## config.mk

```make
export PLATFORM = sky130hd
export DESIGN_NAME = cttr_lin
export DESIGN_NICKNAME = d
export VERILOG_FILES = /design/src/rtl/cttr_pkg.sv /design/src/rtl/cttr_lin.sv
export SDC_FILE = /design/constraint.sdc
export NUM_CORES = 2
export LEC_CHECK = 0
export BUFFER_PORTS_ARGS = -buffer_cell sky130_fd_sc_hd__buf_4
export CAP_MARGIN = 40
export CORE_MARGIN = 4
export CORE_UTILIZATION = 58
export DETAILED_ROUTE_END_ITERATION = 10
export GPL_ROUTABILITY_DRIVEN = 0
export GPL_TIMING_DRIVEN = 0
export PLACE_DENSITY_LB_ADDON = 0.15
export SYNTH_ARGS = -nofsm -noshare
export SYNTH_HDL_FRONTEND = slang
export SYNTH_SLANG_ARGS = --single-unit
```

## constraint.sdc

```tcl
create_clock -name clk -period 25.7 [get_ports clk]
set_input_delay 1.285 -clock clk [delete_from_list [all_inputs] [get_ports clk]]
set_output_delay 1.285 -clock clk [all_outputs]
set_load 0.01 [all_outputs]
```

## src/rtl/cttr_pkg.sv

```systemverilog
// ----------------------------------------------------------------------------
// Colour temperature to RGB: shared package
// Widths, fixed-point constants, stage latencies and elaboration-time helper
// functions for the log2 and exp2 pipelines.
// ----------------------------------------------------------------------------
package cttr_pkg;

	// Default output level width.
	localparam int OUT_BITS_DEF = 8;

	// Input width and internal word widths.
	localparam int KELVIN_W = 16;
	localparam int LG_W     = 26;   // signed log2 value, Q20
	localparam int V_W      = 32;   // signed channel value, Q16
	localparam int A_W      = 24;   // linear slope width, Q16
	localparam int B_W      = 25;   // linear offset width, Q16
	localparam int C_W      = 25;   // power scale width, Q16
	localparam int P_W      = 18;   // power exponent magnitude width, Q20

	// Stage latencies of the datapath units.
	localparam int LAT_LOG  = 22;
	localparam int LAT_LIN  = 4;
	localparam int LAT_POW  = 24;
	localparam int LAT_CORE = LAT_LOG + LAT_POW;

	// Fixed-point coefficients.
	localparam logic [29:0]    LN2_Q30   = 30'd744261118;
	localparam logic [C_W-1:0] RED_C_Q16 = 25'd21607136;
	localparam logic [P_W-1:0] RED_P_Q20 = 18'd139675;
	localparam logic [C_W-1:0] GRN_C_Q16 = 25'd18882375;
	localparam logic [P_W-1:0] GRN_P_Q20 = 18'd79183;
	localparam logic [A_W-1:0] GRN_A_Q16 = 24'd6518919;
	localparam logic [B_W-1:0] GRN_B_Q16 = 25'd10559132;
	localparam logic [A_W-1:0] BLU_A_Q16 = 24'd9077898;
	localparam logic [B_W-1:0] BLU_B_Q16 = 25'd19991416;
	localparam logic signed [V_W-1:0] TOP_Q16 = 32'sd16711680;

	// Temperature thresholds and offsets in kelvin.
	localparam logic [KELVIN_W-1:0] K_HI      = 16'd6600;
	localparam logic [KELVIN_W-1:0] K_BLO     = 16'd1900;
	localparam logic [KELVIN_W-1:0] K_RED_OFF = 16'd6000;
	localparam logic [KELVIN_W-1:0] K_BLU_OFF = 16'd1000;

	// Range flags that travel alongside each word.
	typedef struct packed {
		logic hi;      // above the red/green knee
		logic kzero;   // zero kelvin
		logic bsat;    // blue at full
		logic bzero;   // blue off
	} cttr_flags_t;

	// Floor square root, used only to build constants.
	function automatic logic [63:0] isqrt64(input logic [63:0] x_in);
		logic [63:0] x;
		logic [63:0] res;
		logic [63:0] b;
		x   = x_in;
		res = '0;
		b   = 64'(1) << 62;
		while (b > x)
			b = b >> 2;
		while (b != 0) begin
			if (x >= res + b) begin
				x   = x - (res + b);
				res = (res >> 1) + b;
			end else begin
				res = res >> 1;
			end
			b = b >> 2;
		end
		return res;
	endfunction

	// Q30 root 2^(2^-i), built by repeated square roots.
	function automatic logic [63:0] root_q30(input int i);
		logic [63:0] r;
		r = isqrt64(64'(1) << 61);
		for (int j = 1; j < i; j++)
			r = isqrt64(r << 30);
		return r;
	endfunction

	// Q20 log2 by repeated squaring, the same steps as the hardware pipeline.
	function automatic logic signed [LG_W-1:0] log2_q20_const(input int unsigned n);
		int unsigned e;
		logic [63:0] m;
		logic [19:0] fr;
		e = 0;
		while (e < 31 && (n >> (e + 1)) != 0)
			e++;
		m  = 64'(n) << (30 - e);
		fr = '0;
		for (int i = 1; i <= 20; i++) begin
			m = (m * m) >> 30;
			if (m >= (64'(1) << 31)) begin
				fr[20-i] = 1'b1;
				m = m >> 1;
			end
		end
		return LG_W'(e << 20) + LG_W'(fr);
	endfunction

	localparam logic signed [LG_W-1:0] L100 = log2_q20_const(100);

endpackage

```

## src/rtl/cttr_lin.sv

```systemverilog
// ----------------------------------------------------------------------------
// Colour temperature to RGB: linear log term
// Converts log2 to ln and forms a*ln - b in Q16, padded to the length of
// the power pipeline.
// ----------------------------------------------------------------------------
module cttr_lin (
	input  logic                              clk,
	input  logic signed [cttr_pkg::LG_W-1:0]  lg,
	input  logic [cttr_pkg::A_W-1:0]          a_coef,
	input  logic [cttr_pkg::B_W-1:0]          b_coef,
	output logic signed [cttr_pkg::V_W-1:0]   v
);
	import cttr_pkg::*;

	localparam int PAD = LAT_POW - LAT_LIN;

	logic [LG_W-2:0] mag_c;
	logic            neg_s1, neg_s2, neg_s3;
	logic [54:0]     prod_s1;
	logic [24:0]     ln_s2;
	logic [48:0]     prod_s3;
	logic [28:0]     mag4_c;
	logic signed [V_W-1:0] v_s4;
	logic signed [V_W-1:0] dly_q [0:PAD-1];

	assign mag_c  = lg[LG_W-1] ? (LG_W-1)'(-lg) : lg[LG_W-2:0];
	assign mag4_c = 29'((prod_s3 + (49'(1) << 19)) >> 20);

	// Magnitude times ln 2, then rounding, then slope, then offset.
	always_ff @(posedge clk) begin
		neg_s1  <= lg[LG_W-1];
		prod_s1 <= mag_c * LN2_Q30;
		neg_s2  <= neg_s1;
		ln_s2   <= 25'((prod_s1 + (55'(1) << 29)) >> 30);
		neg_s3  <= neg_s2;
		prod_s3 <= ln_s2 * a_coef;
		v_s4    <= (neg_s3 ? -$signed(V_W'(mag4_c)) : $signed(V_W'(mag4_c)))
			- $signed(V_W'(b_coef));
	end

	// Delay line to line up with the power path.
	always_ff @(posedge clk) begin
		dly_q[0] <= v_s4;
		for (int i = 1; i < PAD; i++)
			dly_q[i] <= dly_q[i-1];
	end

	assign v = dly_q[PAD-1];

endmodule

```

Yosys cells after proc, flatten, opt, wreduce, memory -nomap -nowiden:

Memory sizes are Yosys's and may differ from the RTL's.
Cells that the tools add are included.

* output and inout bits: 32
* bits in writable memories: 640
* memories kept: 1
* logic and storage cells: 17
* register bits: 163

* muxes and demuxes: 2
* multipliers: 2
* add/sub/neg operators: 5

Memories
* dly_q: depth 20, width 32, rd ports 20, clocked after memory_dff 0, wr ports 20, line cttr_lin.sv:24 `logic signed [V_W-1:0] dly_q [0:PAD-1];`

Operators by type and width (count)
* 55-bit by 30-bit adder with 55-bit output, second input constant: 1
* 25-bit by 29-bit multiplier with 54-bit output, second input constant: 1
* 49-bit by 20-bit adder with 49-bit output, second input constant: 1
* 25-bit by 24-bit multiplier with 49-bit output: 1
* 32-bit 2-to-1 mux: 1
* 29-bit negation with 32-bit output: 1
* 32-bit by 26-bit subtractor with 32-bit output: 1
* 25-bit 2-to-1 mux: 1
* 25-bit negation: 1

Longest topological paths before layout:

* word-level depth: 4
* depth in mapped cells: 34
* mapped depth without buffers: 34

Worst setup path after synthesis:

No wires, ideal clock.

* path type: input to register
* start point: in lg[5] in the netlist's numbering
* end point: reg prod_s1[47]
* arrival: 9.117 ns
* stages: 32
* path slack: 16.456 ns
* data required time: 25.573 ns
* path buffers: 0
* cell sequence: or4_1 nor4_1 nand2b_1 nand2b_1 nand2b_1 o31a_1 xor2_1 fa_1 xor2_1 ha_1 a21o_1 fa_1 inv_1 fa_1 inv_1 fa_1 fa_1 inv_1 fa_1 inv_1 ha_1 a21o_1 a21o_1 a21oi_1 nand2_1 a211oi_1 nand3b_1 nor3b_1 o21bai_1 a21oi_1 o21ai_0 xor2_1

* cells in the longest elaborated chain, start to end: 3

Ends and longest elaborated chain
* from (decl): line cttr_lin.sv:8 `input logic signed [cttr_pkg::LG_W-1:0] lg,`
* 25-bit negation: line cttr_lin.sv:26 `assign mag_c = lg[LG_W-1] ? (LG_W-1)'(-lg) : lg[LG_W-2:0];`
* 25-bit 2-to-1 mux (*): line cttr_lin.sv:26
* 25-bit by 29-bit multiplier with 54-bit output (*): line cttr_lin.sv:32 `prod_s1 <= mag_c * LN2_Q30;`
* to (signal assigned): line cttr_lin.sv:32
* to (decl): line cttr_lin.sv:19 `logic [54:0] prod_s1;`

Mark *: on every way between the ends. The rest lies on a longest branch, timed or not.

Worst setup path after layout:

Ends and elaborated chain as after synthesis.

==> flow_metrics.py <==
metrics = {
    "timing": {
        "report.final.slew_viol_count": 0,
        "worst_slack_ps": 15160,
        "setup_total_negative_slack_ps": 0,
        "tightest_slew_ps": 929.8,
        "hold-worst-slack_ps": 295.5,
        "final.min_clock_period_ps": 10540,
        "clock-skew-final_ps": 38.57,
        "achievable-frequency_ghz": 0.09486,
        "finalHoldViolCount": 0,
        "setup-violations-final": 0,
        "grt_setup_unrepaired": "false",
        "maxSlewHeadroom_pct": 38.01,
        "timing.final.crit_share_pct": 41.02,
    },
    "layout": {
        "n_fill_cell": 6758,
        "final-seq-area_mm2": 0.01513,
        "footprint_of_the_multi_input_gates_mm2": 0.02978,
        "finalNetCount": 6119,
        "syn2layout_area_growth_pct": 9.839,
        "drive_gt1_share_pct": 6.393,
    },
    "critical_path": {
        "r2r-start": "ln_s2[20]",
        "critPathCaptureType": "flop",
        "max_stage_delay_ps": 670,
        "timing.reg2reg.worst_path_depth": 23,
        "critPathLaunch": "lg[5]",
        "worstPathArrival_ps": 11010,
        "highest_delay_cell_along_the_critical_path": "fa_1",
        "critPathTopFamily": "adder cells",
        "worst_r2r_endpoint": "prod_s3[46]",
        "worst_setup_path_start_kind": "primary input",
        "cp-endpoint": "prod_s1[47]",
        "critPathMostFrequentCell": "fa_1",
        "timing_worst_setup_path_type": "in2reg",
        "cp.depth": 33,
        "worstPathBufferInverterCount": 3,
        "worstPathMaxFanout": 7,
        "r2r_setup_slk_ps": 17180,
        "cp.required_ps": 26170,
    },
    "yosys": {
        "synth_seq_cells": 756,
        "synth_most_common_cell": "inv_1",
        "synthesis.area_mm2": 0.04947,
        "netlist_top_cells_count": "inv_1 (1,004), fa_1 (766), dfxtp_1 (756)",
        "synth_edf_count": 0,
        "synth-main-ff-cell": "dfxtp_1",
        "syn-instance-count": 4608,
        "post-synth-top-area-cell": "fa_1",
        "postSynth.asyncResetShare_pct": 0,
        "synth_top_cell_area_share_pct": 31.00,
        "synthesis.yosys.warnings": 0,
        "synth_top_cells_by_area": "fa_1 (31%), dfxtp_1 (31%), ha_1 (12%)",
        "postSynthNetCount": 5933,
        "synth.distinct_cells": 86,
        "synth.yosys.seq_area_share_pct": 30.59,
        "syn_avg_cell_area_um2": 10.74,
    },
    "floorplan": {
        "die_area_mm2": 0.09002,
        "initial_core_utilization_pct": 58.83,
        "die-width_um": 300.0,
        "placeableCoreArea_mm2": 0.08409,
        "rows": 106,
        "ioPinCount": 108,
        "floorplan.die.height_um": 300.0,
    },
    "clock_network": {
        "tritoncts": "done",
        "post_cts_hold_buffer_count": 0,
        "clockRootBuffer": "clkbuf_16",
        "total_setup_buffers_inserted_after_cts": 0,
        "cts_resized": 0,
        "insertion_delay_ps": 620,
        "cts.path.max_buffers": 3,
        "cts-htree-levels": 3,
        "number_of_cts_inserted_buffers": 71,
        "cts_clock_pin_slew_for_the_worst_setup_and_hold_paths_ps": 60,
        "clock-sinks": 756,
    },
    "placement": {
        "buffer_ports.inserted": 97,
        "pre_cts_worst_setup_slack_ps": 14690,
        "detailedPlacementHpwl_um": 93810,
    },
    "global_route": {
        "globalRouteTotalUtil_pct": 26.76,
        "number_of_antenna_violations_at_the_first_check_in_global_routing": 5,
        "grt_max_degree": 17,
        "grt_pass1_vias": 33284,
        "gr-total-overflow": 0,
        "grt_first_pass_wirelength_um": 185100,
    },
    "drt": {
        "drt-wirelength-per-cell_um": 19.25,
        "via_total_after_detailed_routing": 31093,
        "drtAntennaViolNets": 0,
        "number_of_drc_violations_after_detailed_routing_iteration_0": 1810,
        "totalWireLength_um": 115300,
        "drt_first_pass_iters": 5,
        "route.detailed.vias_per_inst": 5.191,
        "drcViolationCount": 0,
    },
    "hold_path": {
        "holdCritPathClass": "reg2reg",
    },
    "run_status": {
        "run_status": "finished clean",
    },
    "flow_run": {
        "cap_violations": 0,
    },
}
## cell type report
| type | instances | area share [%] |
|---|---|---|
| inverters | 1004 | 6.936 |
| flip-flops and latches | 756 | 27.85 |
| multi-input cells | 2682 | 54.81 |
| clock inverters | 35 | 0.9603 |
| repair buffers | 113 | 1.582 |
| well taps | 1134 | 2.611 |
| plain buffers | 166 | 1.455 |
| clock buffers | 93 | 3.758 |
| diodes | 7 | 0.03224 |
## sequential cells by signal (all words and copies together) (netlist names)
register and cells:
dly_q 640, v_s4 32, prod_s3 30, prod_s1 26
ln_s2 25, neg_s1 1, neg_s2 1, neg_s3 1
## worst min-delay path by stage
stage | from | to | cells past startpoint
2_1_floorplan | v_s4[0] | dly_q[0][0] | 0
3_3_place_gp | dly_q[3][63] | dly_q[3][95] | 0
3_5_place_dp | dly_q[0][48] | dly_q[0][80] | 0
4_1_cts | dly_q[0][20] | dly_q[0][52] | 0
5_1_grt | dly_q[0][20] | dly_q[0][52] | 0
6_report | dly_q[0][20] | dly_q[0][52] | 0
## cells in the final DEF (no fill, tap or decap), types with 14 or more instances in the layout
cell and instances:
inv_1 1004, fa_1 766, dfxtp_1 756, ha_1 483
nand2_1 473, and2_1 208, buf_4 146, xnor2_1 129
clkbuf_1 122, a21oi_1 80, clkbuf_16 73, o21ai_0 59
nor2_1 58, xor2_1 57, a21o_1 48, nand3_1 43
nand4_1 30, nor3_1 21, and3_1 21, o21a_1 15
clkbuf_8 14
## metrics by stage
| stage | util, % | cells | cell area [µm²] |
|---|---|---|---|
| final | 64.62 | 5990 | 54330 |
| after global routing | 64.60 | 5985 | 54320 |
| after CTS | 64.60 | 5983 | 54320 |
| after detailed placement | 61.55 | 5855 | 51750 |
| after global placement | 61.38 | 5839 | 51610 |
| after floorplan | - | 4608 | 49470 |
## routing by layer
layer / vias to the layer above / GRT usage [%] / part of all wire (%)
met5: - / 0 / 0
met4: 0 / 10.27 / 4.3
met3: 278 / 9.214 / 11
met2: 1213 / 41.02 / 44
met1: 15290 / 35.33 / 41
li1: 14312 / - / -
## cells by family (layout without fill, tap and decap cells)
kind of cell | count (synthesis) | count (layout) | share of synthesized area [%]
adder cells (fa/ha/maj) | 1249 | 1249 | 43.22
AND/OR/NAND/NOR | 930 | 930 | 9.214
other | 0 | 7 | 0
AO/OA/AOI/OAI | 307 | 307 | 4.252
flip-flops | 756 | 756 | 30.59
multiplexers | 8 | 8 | 0.1619
XOR/XNOR | 188 | 188 | 3.344
buffers and inverters | 1170 | 1411 | 9.217
Power is left out: the tool's default activity adds up to more than one toggle a clock period on the data nets, which glitch-free logic cannot reach.
