## src/rtl/cttr_pkg.sv

```systemverilog
// ----------------------------------------------------------------------------
// Colour temperature to RGB: shared package
// Widths, fixed-point constants, stage latencies and elaboration-time helper
// functions for the log2 and exp2 pipelines.
// ----------------------------------------------------------------------------
package cttr_pkg;

	// Default output level width.
	localparam int OUT_BITS_DEF = 8;

	// Input width and internal word widths.
	localparam int KELVIN_W = 16;
	localparam int LG_W     = 26;   // signed log2 value, Q20
	localparam int V_W      = 32;   // signed channel value, Q16
	localparam int A_W      = 24;   // linear slope width, Q16
	localparam int B_W      = 25;   // linear offset width, Q16
	localparam int C_W      = 25;   // power scale width, Q16
	localparam int P_W      = 18;   // power exponent magnitude width, Q20

	// Stage latencies of the datapath units.
	localparam int LAT_LOG  = 22;
	localparam int LAT_LIN  = 4;
	localparam int LAT_POW  = 24;
	localparam int LAT_CORE = LAT_LOG + LAT_POW;

	// Fixed-point coefficients.
	localparam logic [29:0]    LN2_Q30   = 30'd744261118;
	localparam logic [C_W-1:0] RED_C_Q16 = 25'd21607136;
	localparam logic [P_W-1:0] RED_P_Q20 = 18'd139675;
	localparam logic [C_W-1:0] GRN_C_Q16 = 25'd18882375;
	localparam logic [P_W-1:0] GRN_P_Q20 = 18'd79183;
	localparam logic [A_W-1:0] GRN_A_Q16 = 24'd6518919;
	localparam logic [B_W-1:0] GRN_B_Q16 = 25'd10559132;
	localparam logic [A_W-1:0] BLU_A_Q16 = 24'd9077898;
	localparam logic [B_W-1:0] BLU_B_Q16 = 25'd19991416;
	localparam logic signed [V_W-1:0] TOP_Q16 = 32'sd16711680;

	// Temperature thresholds and offsets in kelvin.
	localparam logic [KELVIN_W-1:0] K_HI      = 16'd6600;
	localparam logic [KELVIN_W-1:0] K_BLO     = 16'd1900;
	localparam logic [KELVIN_W-1:0] K_RED_OFF = 16'd6000;
	localparam logic [KELVIN_W-1:0] K_BLU_OFF = 16'd1000;

	// Range flags that travel alongside each word.
	typedef struct packed {
		logic hi;      // above the red/green knee
		logic kzero;   // zero kelvin
		logic bsat;    // blue at full
		logic bzero;   // blue off
	} cttr_flags_t;

	// Floor square root, used only to build constants.
	function automatic logic [63:0] isqrt64(input logic [63:0] x_in);
		logic [63:0] x;
		logic [63:0] res;
		logic [63:0] b;
		x   = x_in;
		res = '0;
		b   = 64'(1) << 62;
		while (b > x)
			b = b >> 2;
		while (b != 0) begin
			if (x >= res + b) begin
				x   = x - (res + b);
				res = (res >> 1) + b;
			end else begin
				res = res >> 1;
			end
			b = b >> 2;
		end
		return res;
	endfunction

	// Q30 root 2^(2^-i), built by repeated square roots.
	function automatic logic [63:0] root_q30(input int i);
		logic [63:0] r;
		r = isqrt64(64'(1) << 61);
		for (int j = 1; j < i; j++)
			r = isqrt64(r << 30);
		return r;
	endfunction

	// Q20 log2 by repeated squaring, the same steps as the hardware pipeline.
	function automatic logic signed [LG_W-1:0] log2_q20_const(input int unsigned n);
		int unsigned e;
		logic [63:0] m;
		logic [19:0] fr;
		e = 0;
		while (e < 31 && (n >> (e + 1)) != 0)
			e++;
		m  = 64'(n) << (30 - e);
		fr = '0;
		for (int i = 1; i <= 20; i++) begin
			m = (m * m) >> 30;
			if (m >= (64'(1) << 31)) begin
				fr[20-i] = 1'b1;
				m = m >> 1;
			end
		end
		return LG_W'(e << 20) + LG_W'(fr);
	endfunction

	localparam logic signed [LG_W-1:0] L100 = log2_q20_const(100);

endpackage

```

## src/rtl/cttr_level.sv

```systemverilog
// ----------------------------------------------------------------------------
// Colour temperature to RGB: output level
// Clamps a Q16 value to 0..255 and rescales it to the output width with
// rounding, dividing by 255 through a reciprocal and one correction.
// ----------------------------------------------------------------------------
module cttr_level #(
	parameter int OUT_BITS = cttr_pkg::OUT_BITS_DEF
) (
	input  logic                             clk,
	input  logic signed [cttr_pkg::V_W-1:0]  v,
	output logic [OUT_BITS-1:0]              lvl
);
	import cttr_pkg::*;

	localparam int XW = 24 + OUT_BITS;
	localparam logic [OUT_BITS-1:0] FULL = '1;

	logic          zero_s1, top_s1, zero_s2, top_s2;
	logic [XW-1:0] x_s1;
	logic [23:0]   y_c, y_s2;
	logic [40:0]   qp_c;
	logic [16:0]   q0_s2;
	logic [24:0]   r_c;
	logic [16:0]   q_c;

	// Scaled value with half a step added.
	always_ff @(posedge clk) begin
		zero_s1 <= v[V_W-1] || (v == '0);
		top_s1  <= v >= TOP_Q16;
		x_s1    <= XW'(v[23:0]) * XW'(FULL) + (XW'(255) << 15);
	end

	// First quotient estimate, at most one short.
	assign y_c  = 24'(x_s1 >> 16);
	assign qp_c = y_c * 17'd65793;

	always_ff @(posedge clk) begin
		zero_s2 <= zero_s1;
		top_s2  <= top_s1;
		y_s2    <= y_c;
		q0_s2   <= 17'(qp_c >> 24);
	end

	// Correction step and clamping.
	assign r_c = {1'b0, y_s2} - 25'(q0_s2 * 9'd255);
	assign q_c = q0_s2 + 17'(r_c >= 25'd255);

	always_ff @(posedge clk) begin
		if (zero_s2)
			lvl <= '0;
		else if (top_s2)
			lvl <= FULL;
		else
			lvl <= OUT_BITS'(q_c);
	end

endmodule

```

## config.mk

```make
export PLATFORM = sky130hd
export DESIGN_NAME = cttr_level
export DESIGN_NICKNAME = d
export VERILOG_FILES = /design/src/rtl/cttr_pkg.sv /design/src/rtl/cttr_level.sv
export SDC_FILE = /design/constraint.sdc
export NUM_CORES = 1
export LEC_CHECK = 0
export BUFFER_PORTS_ARGS = -buffer_cell sky130_fd_sc_hd__buf_2
export CORE_ASPECT_RATIO = 1.5
export CORE_MARGIN = 3
export CORE_UTILIZATION = 35
export CTS_CLUSTER_DIAMETER = 60
export CTS_CLUSTER_SIZE = 20
export DETAILED_ROUTE_END_ITERATION = 16
export HOLD_SLACK_MARGIN = 0.06
export PLACE_DENSITY = 0.58
export SLEW_MARGIN = 40
export SYNTH_ARGS = -nofsm -noshare
export SYNTH_HDL_FRONTEND = slang
export SYNTH_SLANG_ARGS = --single-unit
export TNS_END_PERCENT = 100
```

## constraint.sdc

```tcl
create_clock -name clk -period 10.6 [get_ports clk]
set_clock_uncertainty 0.2 [all_clocks]
set_input_delay 2.12 -clock clk [delete_from_list [all_inputs] [get_ports clk]]
set_output_delay 2.12 -clock clk [all_outputs]
set_load 0.02 [all_outputs]
```

After elaboration in Yosys (flattened, before gate mapping)
Index checks and enable logic that the tools add are counted.
{"block": "word_totals", "regBits": 69, "output_inout_bits": 8}
{"block": "classes", "n_addsub": 3, "mul": 3, "n_lt_le_gt_ge": 2, "n_mux": 1, "reduce_logical": 2}
{"op": "multiplier 16 x 17 -> 33 bit, second input constant", "n": 1}
{"op": "adder 32 x 23 -> 32 bit, second input constant", "n": 1}
{"op": ">= comparator 32 x 25 -> 1 bit, second input constant", "n": 1}
{"op": "logical NOT 32 bit", "n": 1}
{"op": "multiplier 24 x 8 -> 32 bit, second input constant", "n": 1}
{"op": ">= comparator 25 x 8 -> 1 bit, second input constant", "n": 1}
{"op": "subtractor 16 x 17 -> 18 bit", "n": 1}
{"op": "multiplier 9 x 8 -> 17 bit, second input constant", "n": 1}
{"op": "adder 8 x 1 -> 8 bit", "n": 1}
{"op": "two-way mux 8 bit", "n": 1}
{"op": "logical OR 1 bit", "n": 1}

Logic depth before layout (Yosys ltp)
Gate-level depths: netlist of the first run.
{"block": "logic_depth", "depth_word": 5, "depth_mapped": 24, "ltp_nobuf": 23}

Least setup slack after synthesis of the first run
OpenSTA, ideal clock, no wires.
{"block": "synth_path", "kind": "input to register", "startpoint": "input v[16] (netlist name)", "endpoint": "register x_s1[29]", "arrival_time_ps": 5893, "required_time_ps": 10328, "slack_ps": 4435, "stages": 14, "n_path_buf": 0, "path_cell_list": "fa_1 > inv_1 > fa_1 > inv_1 > fa_1 > fa_1 > ha_1 > a21oi_1 > o21ai_1 > a211oi_2 > a211oi_4 > a31o_4 > a31oi_1 > xnor2_1"}
{"block": "synth_between", "elab_chain_len": 2}
{"element": "start: declaration", "line_no": "cttr_level.sv:10", "text": "input logic signed [cttr_pkg::V_W-1:0] v,"}
{"element": "multiplier 24 x 8 -> 32 bit", "line_no": "cttr_level.sv:30", "text": "x_s1 <= XW'(v[23:0]) * XW'(FULL) + (XW'(255) << 15);"}
{"element": "adder 32 x 23 -> 32 bit", "line_no": "cttr_level.sv:30"}
{"element": "end signal: assignment", "line_no": "cttr_level.sv:30"}
{"element": "end: declaration", "line_no": "cttr_level.sv:19", "text": "logic [XW-1:0] x_s1;"}
No other way between the ends.
A chain may end at the register's enable or synchronous reset.

Worst setup path after layout of the first run
{"block": "layout_path", "startpoint": "input v[16] (netlist name)", "endpoint": "register x_s1[31]"}
The elaborated chain is that of the path after synthesis.

==> impl_summary.txt, run 1 <==
----------------------------------------------------
[Status]
  Result of the run ... finished, final reports clean

[Clock network]
  Number of buffers inserted for hold repair after clock tree synthesis ... 0
  Skew-Pair Late Insertion Delay ... 0.29 ns
  TritonCTS buffer count ... 5
  CTS tree ... yes
  CTS H-Tree Depth ... 2
  Post-CTS setup buffer count ... 0
  Clock transition at the registers of the reported paths ... 0.07 ns
  CTS sink count ... 53
  Number of buffers on the longest clock path ... 2
  PostCTS Resize Cnt ... 0
  CTS Root Buffer Type ... clkbuf_16

[Logic synthesis]
  Proportion of synthesized flip-flops having asynchronous set or reset ... 0
  Sequential cell area fraction in the yosys report ... 0.117
  Syn nets ... 1271
  Share of cell area taken by muxes after synthesis ... 0.00221
  Post-synthesis sequential element count ... 53
  Area fraction in compound gates after synthesis ... 0.103
  Post-Synthesis Cells ... 909
  Synth area leader ... fa_1
  Synthesized area per cell ... 9.98 sq um
  Dominant combinational cell family by area after synthesis ... adder cells
  Most area-consuming cells after synthesis ... fa_1 35%, ha_1 24%, dfxtp_1 12%, inv_1 9.1%, a21oi_1 2.1%
  Synthesized area ... 0.00907 sq mm
  Synth cell count leaders ... 219 x inv_1, 172 x ha_1, 157 x fa_1, 53 x dfxtp_1, 38 x a21oi_1
  Count of flip-flops with a built-in enable after synthesis ... 0
  Share of synthesized cell area in and, or, nand and nor gates ... 0.0651
  Xor-xnor portion of the synthesized cell area ... 0.0328
  Share of the synthesized area in the top cell type ... 0.346
  Ys flop type ... dfxtp_1
  Synth Area in Adders ... 0.584
  Number of distinct library cells after synthesis ... 56
  Most repeated cell in the gate-level netlist after synthesis ... inv_1
  Synthesis warning total ... 0

[STA]
  Unrepaired setup endpoints after global routing ... false
  Max-Slew Margin vs Limit ... 0.579
  Final count of hold timing violations ... 0
  Total Neg Setup Slack ... 0 ns
  Transition at the pin with the smallest max-transition slack ... 0.626 ns
  Period utilisation layout ... 0.589
  Max Clk Rate ... 160 MHz
  Final count of negative-setup-slack endpoints ... 0
  Number of slew-limit violations in the final report ... 0
  Shortest clock period the worst path allows after layout ... 6.24 ns

[Worst setup path]
  Highest fanout seen on the critical path ... 5
  Critical-path cell list ... buf_2 > fa_1 > inv_1 > fa_1 > inv_1 > fa_1 > fa_1 > ha_1 > a21oi_1 > o21ai_1 > a211oi_2 > a21o_1 > o21ai_2 > a311oi_2 > xnor2_1
  Critical setup path kind ... in2reg
  Type of element capturing the critical path ... flop
  Critical path data arrival time ... 6.26 ns
  Reg2reg path depth ... 21
  Worst R2R Setup Slack ... 4.49 ns
  Critical R2R Launch ... q0_s2[0]
  Cell seen most often among critical-path stages ... fa_1
  Startpoint type of the worst setup path ... input port
  CP max stage cell ... fa_1
  Req. time, crit path ... 10.62 ns
  Largest stage delay, worst path ... 0.63 ns
  Reg2reg end ... lvl[6]

[Floorplan]
  Die Y ... 203 microns
  Initial standard-cell utilization of the core ... 0.358
  Number of placed I/O pins ... 41
  Die Outline Area ... 0.0279 sq mm
  Area of the core ... 0.0253 sq mm
  Num rows ... 71
  Die X ... 137 microns

[Min path]
  Hold path depth ... 0
  Type of the worst min-delay path ... reg2reg
  Worst Hold Endpoint ... top_s2
  Min-Delay Startpoint ... top_s1

[Drt]
  Via count ... 5975
  First-pass iteration count of the detailed router ... 4
  Final routed wire length divided by cell count ... 14.0 microns
  Final Routed Wirelength ... 17800 microns
  Total DRC errors in the routed layout ... 0
  First DRT Iteration DRCs ... 160
  Number of nets still failing antenna checks after routing ... 0
  Vias/cell ... 4.69

[GRT]
  Initial antenna violation count ... 0
  Largest net degree at the start of global routing ... 17
  Number of global-route vias before repair ... 6589
  First-pass GRT wire length ... 30600 microns
  Global route overflow ... 0
  Gr usage total ... 0.137

[Layout]
  Area delta synth->final ... 7.79%
  Share of final-layout standard cells stronger than drive strength 1 ... 0.0614
  Footprint of the multi-input gates ... 0.00714 sq mm
  Sequential cell area ... 0.00106 sq mm
  Filler cell count in the final layout ... 2550
  Antenna diode count ... 0
  Net count of the finished layout ... 1306

[Placed design]
  Routability congestion estimate from global placement ... 0.867
  Number of buffers added on ports ... 40
  HPWL Detailed ... 16400 microns

[Flow run]
  Max-cap violations ... 0

----------------------------------------------------
critical path: cells and delay by family:
family	cells	cell delay [ns]
XOR/XNOR	1	0.15
adder cells (fa/ha/maj)	5	2.48
buffers and inverters	3	0.28
AO/OA/AOI/OAI	6	1.23
layer usage:
metal | vias up | GRT usage | routed length, microns
met3 | 27 | 0.00814 | 152
met5 | - | 0 | 0
met4 | 0 | 0.0417 | 505
met2 | 45 | 0.284 | 10600
met1 | 2928 | 0.141 | 6540
li1 | 2975 | - | -
state kept, by name, summed over array words and instances, names as in the netlist:
signal,flops
q0_s2,9
top_s1,1
zero_s1,1
zero_s2,1
y_s2,16
lvl,8
x_s1,16
top_s2,1
per-stage QoR:
stage	util	area, sq um	hold slack, ns	cells	setup slack [ns]
2_1_floorplan	-	9070	0.110	909	4.43
3_3_place_gp	0.381	9640	0.112	1265	4.10
3_5_place_dp	0.381	9640	0.112	1265	4.04
4_1_cts	0.386	9780	0.128	1273	4.34
5_1_grt	0.386	9780	0.144	1273	4.10
6_report	0.386	9780	0.128	1273	4.36
logic make-up after synthesis:
group                      Yosys count
adders and majority gates          329
buffers and inverters              231
xor gates and xnor gates            34
AOI/OAI and AO/OA                  137
DFF                                 53
and+or+nand+nor                    123
muxes                                2
cell type report:
cell class                      instances  share of cell area
Clock inverter                          2             0.00154
Sequential cell                        53               0.108
Clock buffer                            6              0.0132
Timing Repair Buffer                   40              0.0205
Tap cell                              328              0.0420
Inverter                              219              0.0841
Multi-Input combinational cell        625               0.730
worst max path at each step:
stage	from	to	slack, ns
global placement	v[16]	x_s1[29]	4.10
floorplan	v[16]	x_s1[29]	4.43
CTS	v[16]	x_s1[31]	4.34
finish	v[16]	x_s1[31]	4.36
global route	q0_s2[0]	lvl[6]	4.10
detailed placement	v[16]	x_s1[31]	4.04
placed cells by master, fill, tap and decap left out, types with 3 or more instances in the layout:
cell       count
inv_1        219
ha_1         172
fa_1         157
dfxtp_1       53
buf_2         40
a21oi_1       38
nor2_1        36
nand2_1       31
o21ai_0       19
xnor2_1       17
xor2_1        17
a21o_1        15
nand3_1       13
nand4_1       11
a31oi_1        9
nor3_1         6
nor2b_1        6
o211ai_1       6
o21ai_1        5
o21a_1         5
nand2b_1       5
a211oi_1       5
clkbuf_16      5
and3_1         3
o22ai_1        3
or3_1          3
o2111ai_1      3
a211o_1        3
Power of run 1 is left out: the tool's default activity adds up to more than one toggle a clock period on the data nets, which glitch-free logic cannot reach.
==> run 2: changes to the inputs <==
Settings changed: ABC_AREA from default to 1, PLACE_DENSITY 0.58 to 0.6.
Clock period 10.6 ns to 5.05 ns, I/O delays scaled along.
==> impl_summary.txt, run 2 <==
----------------------------------------------------
[Layout]
  Net count of the finished layout ... 1721 (was 1306)
  Final Non-Filler Cells ... 1745 (was 1273)
  Share of final-layout standard cells stronger than drive strength 1 ... 0.147 (was 0.0614)
  Filler cell count in the final layout ... 2850 (was 2550)
  Biggest registers after layout ... x_s1: 16 flops, y_s2: 16 flops, q0_s2: 9 flops (unchanged)
  Area delta synth->final ... 16.3% (was 7.79%)
  Footprint of the multi-input gates ... 0.00811 sq mm (was 0.00714 sq mm)
  Most common cell after layout, fill and taps aside ... inv_1 (unchanged)
  Sequential cell area ... 0.00107 sq mm (was 0.00106 sq mm)
  Most used cells in the layout excluding fill and tap cells ... 304 x inv_1, 188 x nand2_1, 164 x ha_1 (was 219 x inv_1, 172 x ha_1, 157 x fa_1)
  Antenna diode count ... 0 (unchanged)

[Worst setup path]
  Cell family contributing the most delay on the critical path ... adder cells (unchanged)
  Highest fanout seen on the critical path ... 5 (unchanged)
  Critical path data arrival time ... 5.04 ns (was 6.26 ns)
  Critical R2R Launch ... q0_s2[6] (was q0_s2[0])
  Critical setup path kind ... reg2reg (was in2reg)
  First element of the critical path ... q0_s2[6] (was v[16])
  Largest stage delay, worst path ... 0.55 ns (was 0.63 ns)
  Req. time, crit path ... 5.04 ns (was 10.62 ns)
  CP max stage cell ... fa_1 (unchanged)
  Count of buffer and inverter cells on the critical path ... 7 (was 3)
  Startpoint type of the worst setup path ... flop (was input port)
  Type of element capturing the critical path ... flop (unchanged)

[Logic synthesis]
  Sequential cell area fraction in the yosys report ... 0.105 (was 0.117)
  Synthesized area ... 0.0101 sq mm (was 0.00907 sq mm)
  Most area-consuming cells after synthesis ... fa_1 31%, ha_1 21%, inv_1 12%, dfxtp_1 11%, nand2_1 7.4% (was fa_1 35%, ha_1 24%, dfxtp_1 12%, inv_1 9.1%, a21oi_1 2.1%)
  Area fraction in compound gates after synthesis ... 0.0693 (was 0.103)
  Post-Synthesis Cells ... 1241 (was 909)
  Share of cell area taken by muxes after synthesis ... 0 (was 0.00221)
  Number of distinct library cells after synthesis ... 29 (was 56)
  Count of flip-flops with a built-in enable after synthesis ... 0 (unchanged)
  Proportion of synthesized flip-flops having asynchronous set or reset ... 0 (unchanged)
  Synth cell count leaders ... 321 x inv_1, 200 x nand2_1, 172 x ha_1, 157 x fa_1, 92 x nor2_1 (was 219 x inv_1, 172 x ha_1, 157 x fa_1, 53 x dfxtp_1, 38 x a21oi_1)
  Ys flop type ... dfxtp_1 (unchanged)
  Synth Area in Adders ... 0.524 (was 0.584)
  Xor-xnor portion of the synthesized cell area ... 0.0173 (was 0.0328)
  Share of the synthesized area in the top cell type ... 0.311 (was 0.346)
  Synthesis warning total ... 0 (unchanged)
  Share of synthesized cell area in and, or, nand and nor gates ... 0.165 (was 0.0651)
  Post-synthesis sequential element count ... 53 (unchanged)
  Synthesized area per cell ... 8.14 sq um (was 9.98 sq um)
  Syn nets ... 1603 (was 1271)
  Most repeated cell in the gate-level netlist after synthesis ... inv_1 (unchanged)
  Dominant combinational cell family by area after synthesis ... adder cells (unchanged)
  Synth area leader ... fa_1 (unchanged)

[GRT]
  Initial antenna violation count ... 0 (unchanged)
  Number of global-route vias before repair ... 8897 (was 6589)
  First-pass GRT wire length ... 40200 microns (was 30600 microns)
  Global route overflow ... 0 (unchanged)
  Gr usage total ... 0.160 (was 0.137)
  Largest net degree at the start of global routing ... 16 (was 17)

[Min path]
  Type of the worst min-delay path ... reg2reg (unchanged)
  Min-Delay Startpoint ... top_s1 (unchanged)

[Status]
  Result of the run ... finished, final reports clean (unchanged)

[Drt]
  Number of nets still failing antenna checks after routing ... 0 (unchanged)
  Total DRC errors in the routed layout ... 0 (unchanged)
  Final routed wire length divided by cell count ... 13.5 microns (was 14.0 microns)
  First-pass iteration count of the detailed router ... 4 (unchanged)
  First DRT Iteration DRCs ... 175 (was 160)
  Final Routed Wirelength ... 23500 microns (was 17800 microns)
  Vias/cell ... 4.59 (was 4.69)
  Via count ... 8016 (was 5975)

[Placed design]
  Number of buffers added on ports ... 40 (unchanged)
  Setup Slack @ Placement ... -0.280 ns (was 4.04 ns)
  HPWL Detailed ... 21400 microns (was 16400 microns)
  Routability congestion estimate from global placement ... 0.910 (was 0.867)
  Post-Place Cells ... 1735 (was 1265)

[STA]
  Max Clk Rate ... 198 MHz
  Total Neg Setup Slack ... 0 ns (unchanged)
  Final count of negative-setup-slack endpoints ... 0 (unchanged)
  Period utilisation layout ... 1.00
  Final count of hold timing violations ... 0 (unchanged)
  Transition at the pin with the smallest max-transition slack ... 0.630 ns (was 0.626 ns)
  Shortest clock period the worst path allows after layout ... 5.05 ns
  Final WS setup ... 0.0000395 ns (was 4.36 ns)
  Max-Slew Margin vs Limit ... 0.576 (was 0.579)
  Unrepaired setup endpoints after global routing ... true (was false)
  Number of slew-limit violations in the final report ... 0 (unchanged)

[Clock network]
  Skew-Pair Late Insertion Delay ... 0.29 ns (about the same)
  CTS tree ... yes (unchanged)
  Clock transition at the registers of the reported paths ... 0.06 ns (was 0.07 ns)
  CTS H-Tree Depth ... 2 (unchanged)
  Number of buffers inserted for hold repair after clock tree synthesis ... 0 (unchanged)
  TritonCTS buffer count ... 5 (unchanged)
  CTS sink count ... 53 (unchanged)
  Number of buffers on the longest clock path ... 2 (unchanged)
  CTS Root Buffer Type ... clkbuf_16 (unchanged)

[Floorplan]
  Die X ... 145 microns (was 137 microns)
  Die Y ... 214 microns (was 203 microns)
  Area of the core ... 0.0282 sq mm (was 0.0253 sq mm)
  Initial standard-cell utilization of the core ... 0.358 (about the same)
  Num rows ... 75 (was 71)
  Number of placed I/O pins ... 41 (unchanged)
  Die Outline Area ... 0.0310 sq mm (was 0.0279 sq mm)

[Flow run]
  Max-cap violations ... 0 (unchanged)

----------------------------------------------------
==> run 2: cell count changes after synthesis, moves of 9 or more <==
cell,before,now
nand2_1,31,200
inv_1,219,321
nor2_1,36,92
nand3_1,13,52
a21oi_1,38,62
o21ai_0,19,36
clkbuf_1,10,0
xnor2_1,17,7
a21o_1,15,6
==> run 2: repair_timing <==
action | in CTS | in global routing
buffers inserted | 0 | 2
resized for setup | 31 | 54
pin swaps | 4 | 40
setup endpoints to repair | 7 | 13
==> run 2: cell families (layout without fill, tap and decap cells) <==
kind of cell	Yosys count	count (layout)
buffers and inverters	321	440
AOI/OAI and AO/OA	126	126
and+or+nand+nor	392	392
DFF	53	53
xor gates and xnor gates	20	20
adders and majority gates	329	329
==> run 2: per-stage QoR <==
stage,util,hold slack [ns],area (sq um)
after floorplan,-,0.110,10100
after global placement,0.400,0.112,11300
after detailed placement,0.400,0.112,11300
after CTS,0.410,0.118,11600
after global routing,0.416,0.123,11700
final,0.416,0.124,11700
==> run 2: path summary, 6_finish.rpt <==
path,slack [ns],cells after the start,to
worst min register to register,0.12,0,top_s2
worst max register to register,0.00004,28,lvl[6]
worst min-delay path,0.12,0,top_s2
worst max-delay path,0.00004,28,lvl[6]
==> run 2: cell type report <==
class / count / share of cell area
sequential: 53 / 0.0909
clock buffer: 6 / 0.0110
tap: 385 / 0.0410
multi-input combinational: 867 / 0.691
timing repair buffer: 111 / 0.0627
inverter: 321 / 0.103
clock inverter: 2 / 0.000852
==> run 2: per-layer routing <==
metal	routed length, microns	GRT usage
met3	289	0.00848
met5	0	0
met1	8230	0.158
met2	13400	0.318
met4	1560	0.0884
Power of run 2 is left out for the same reason.
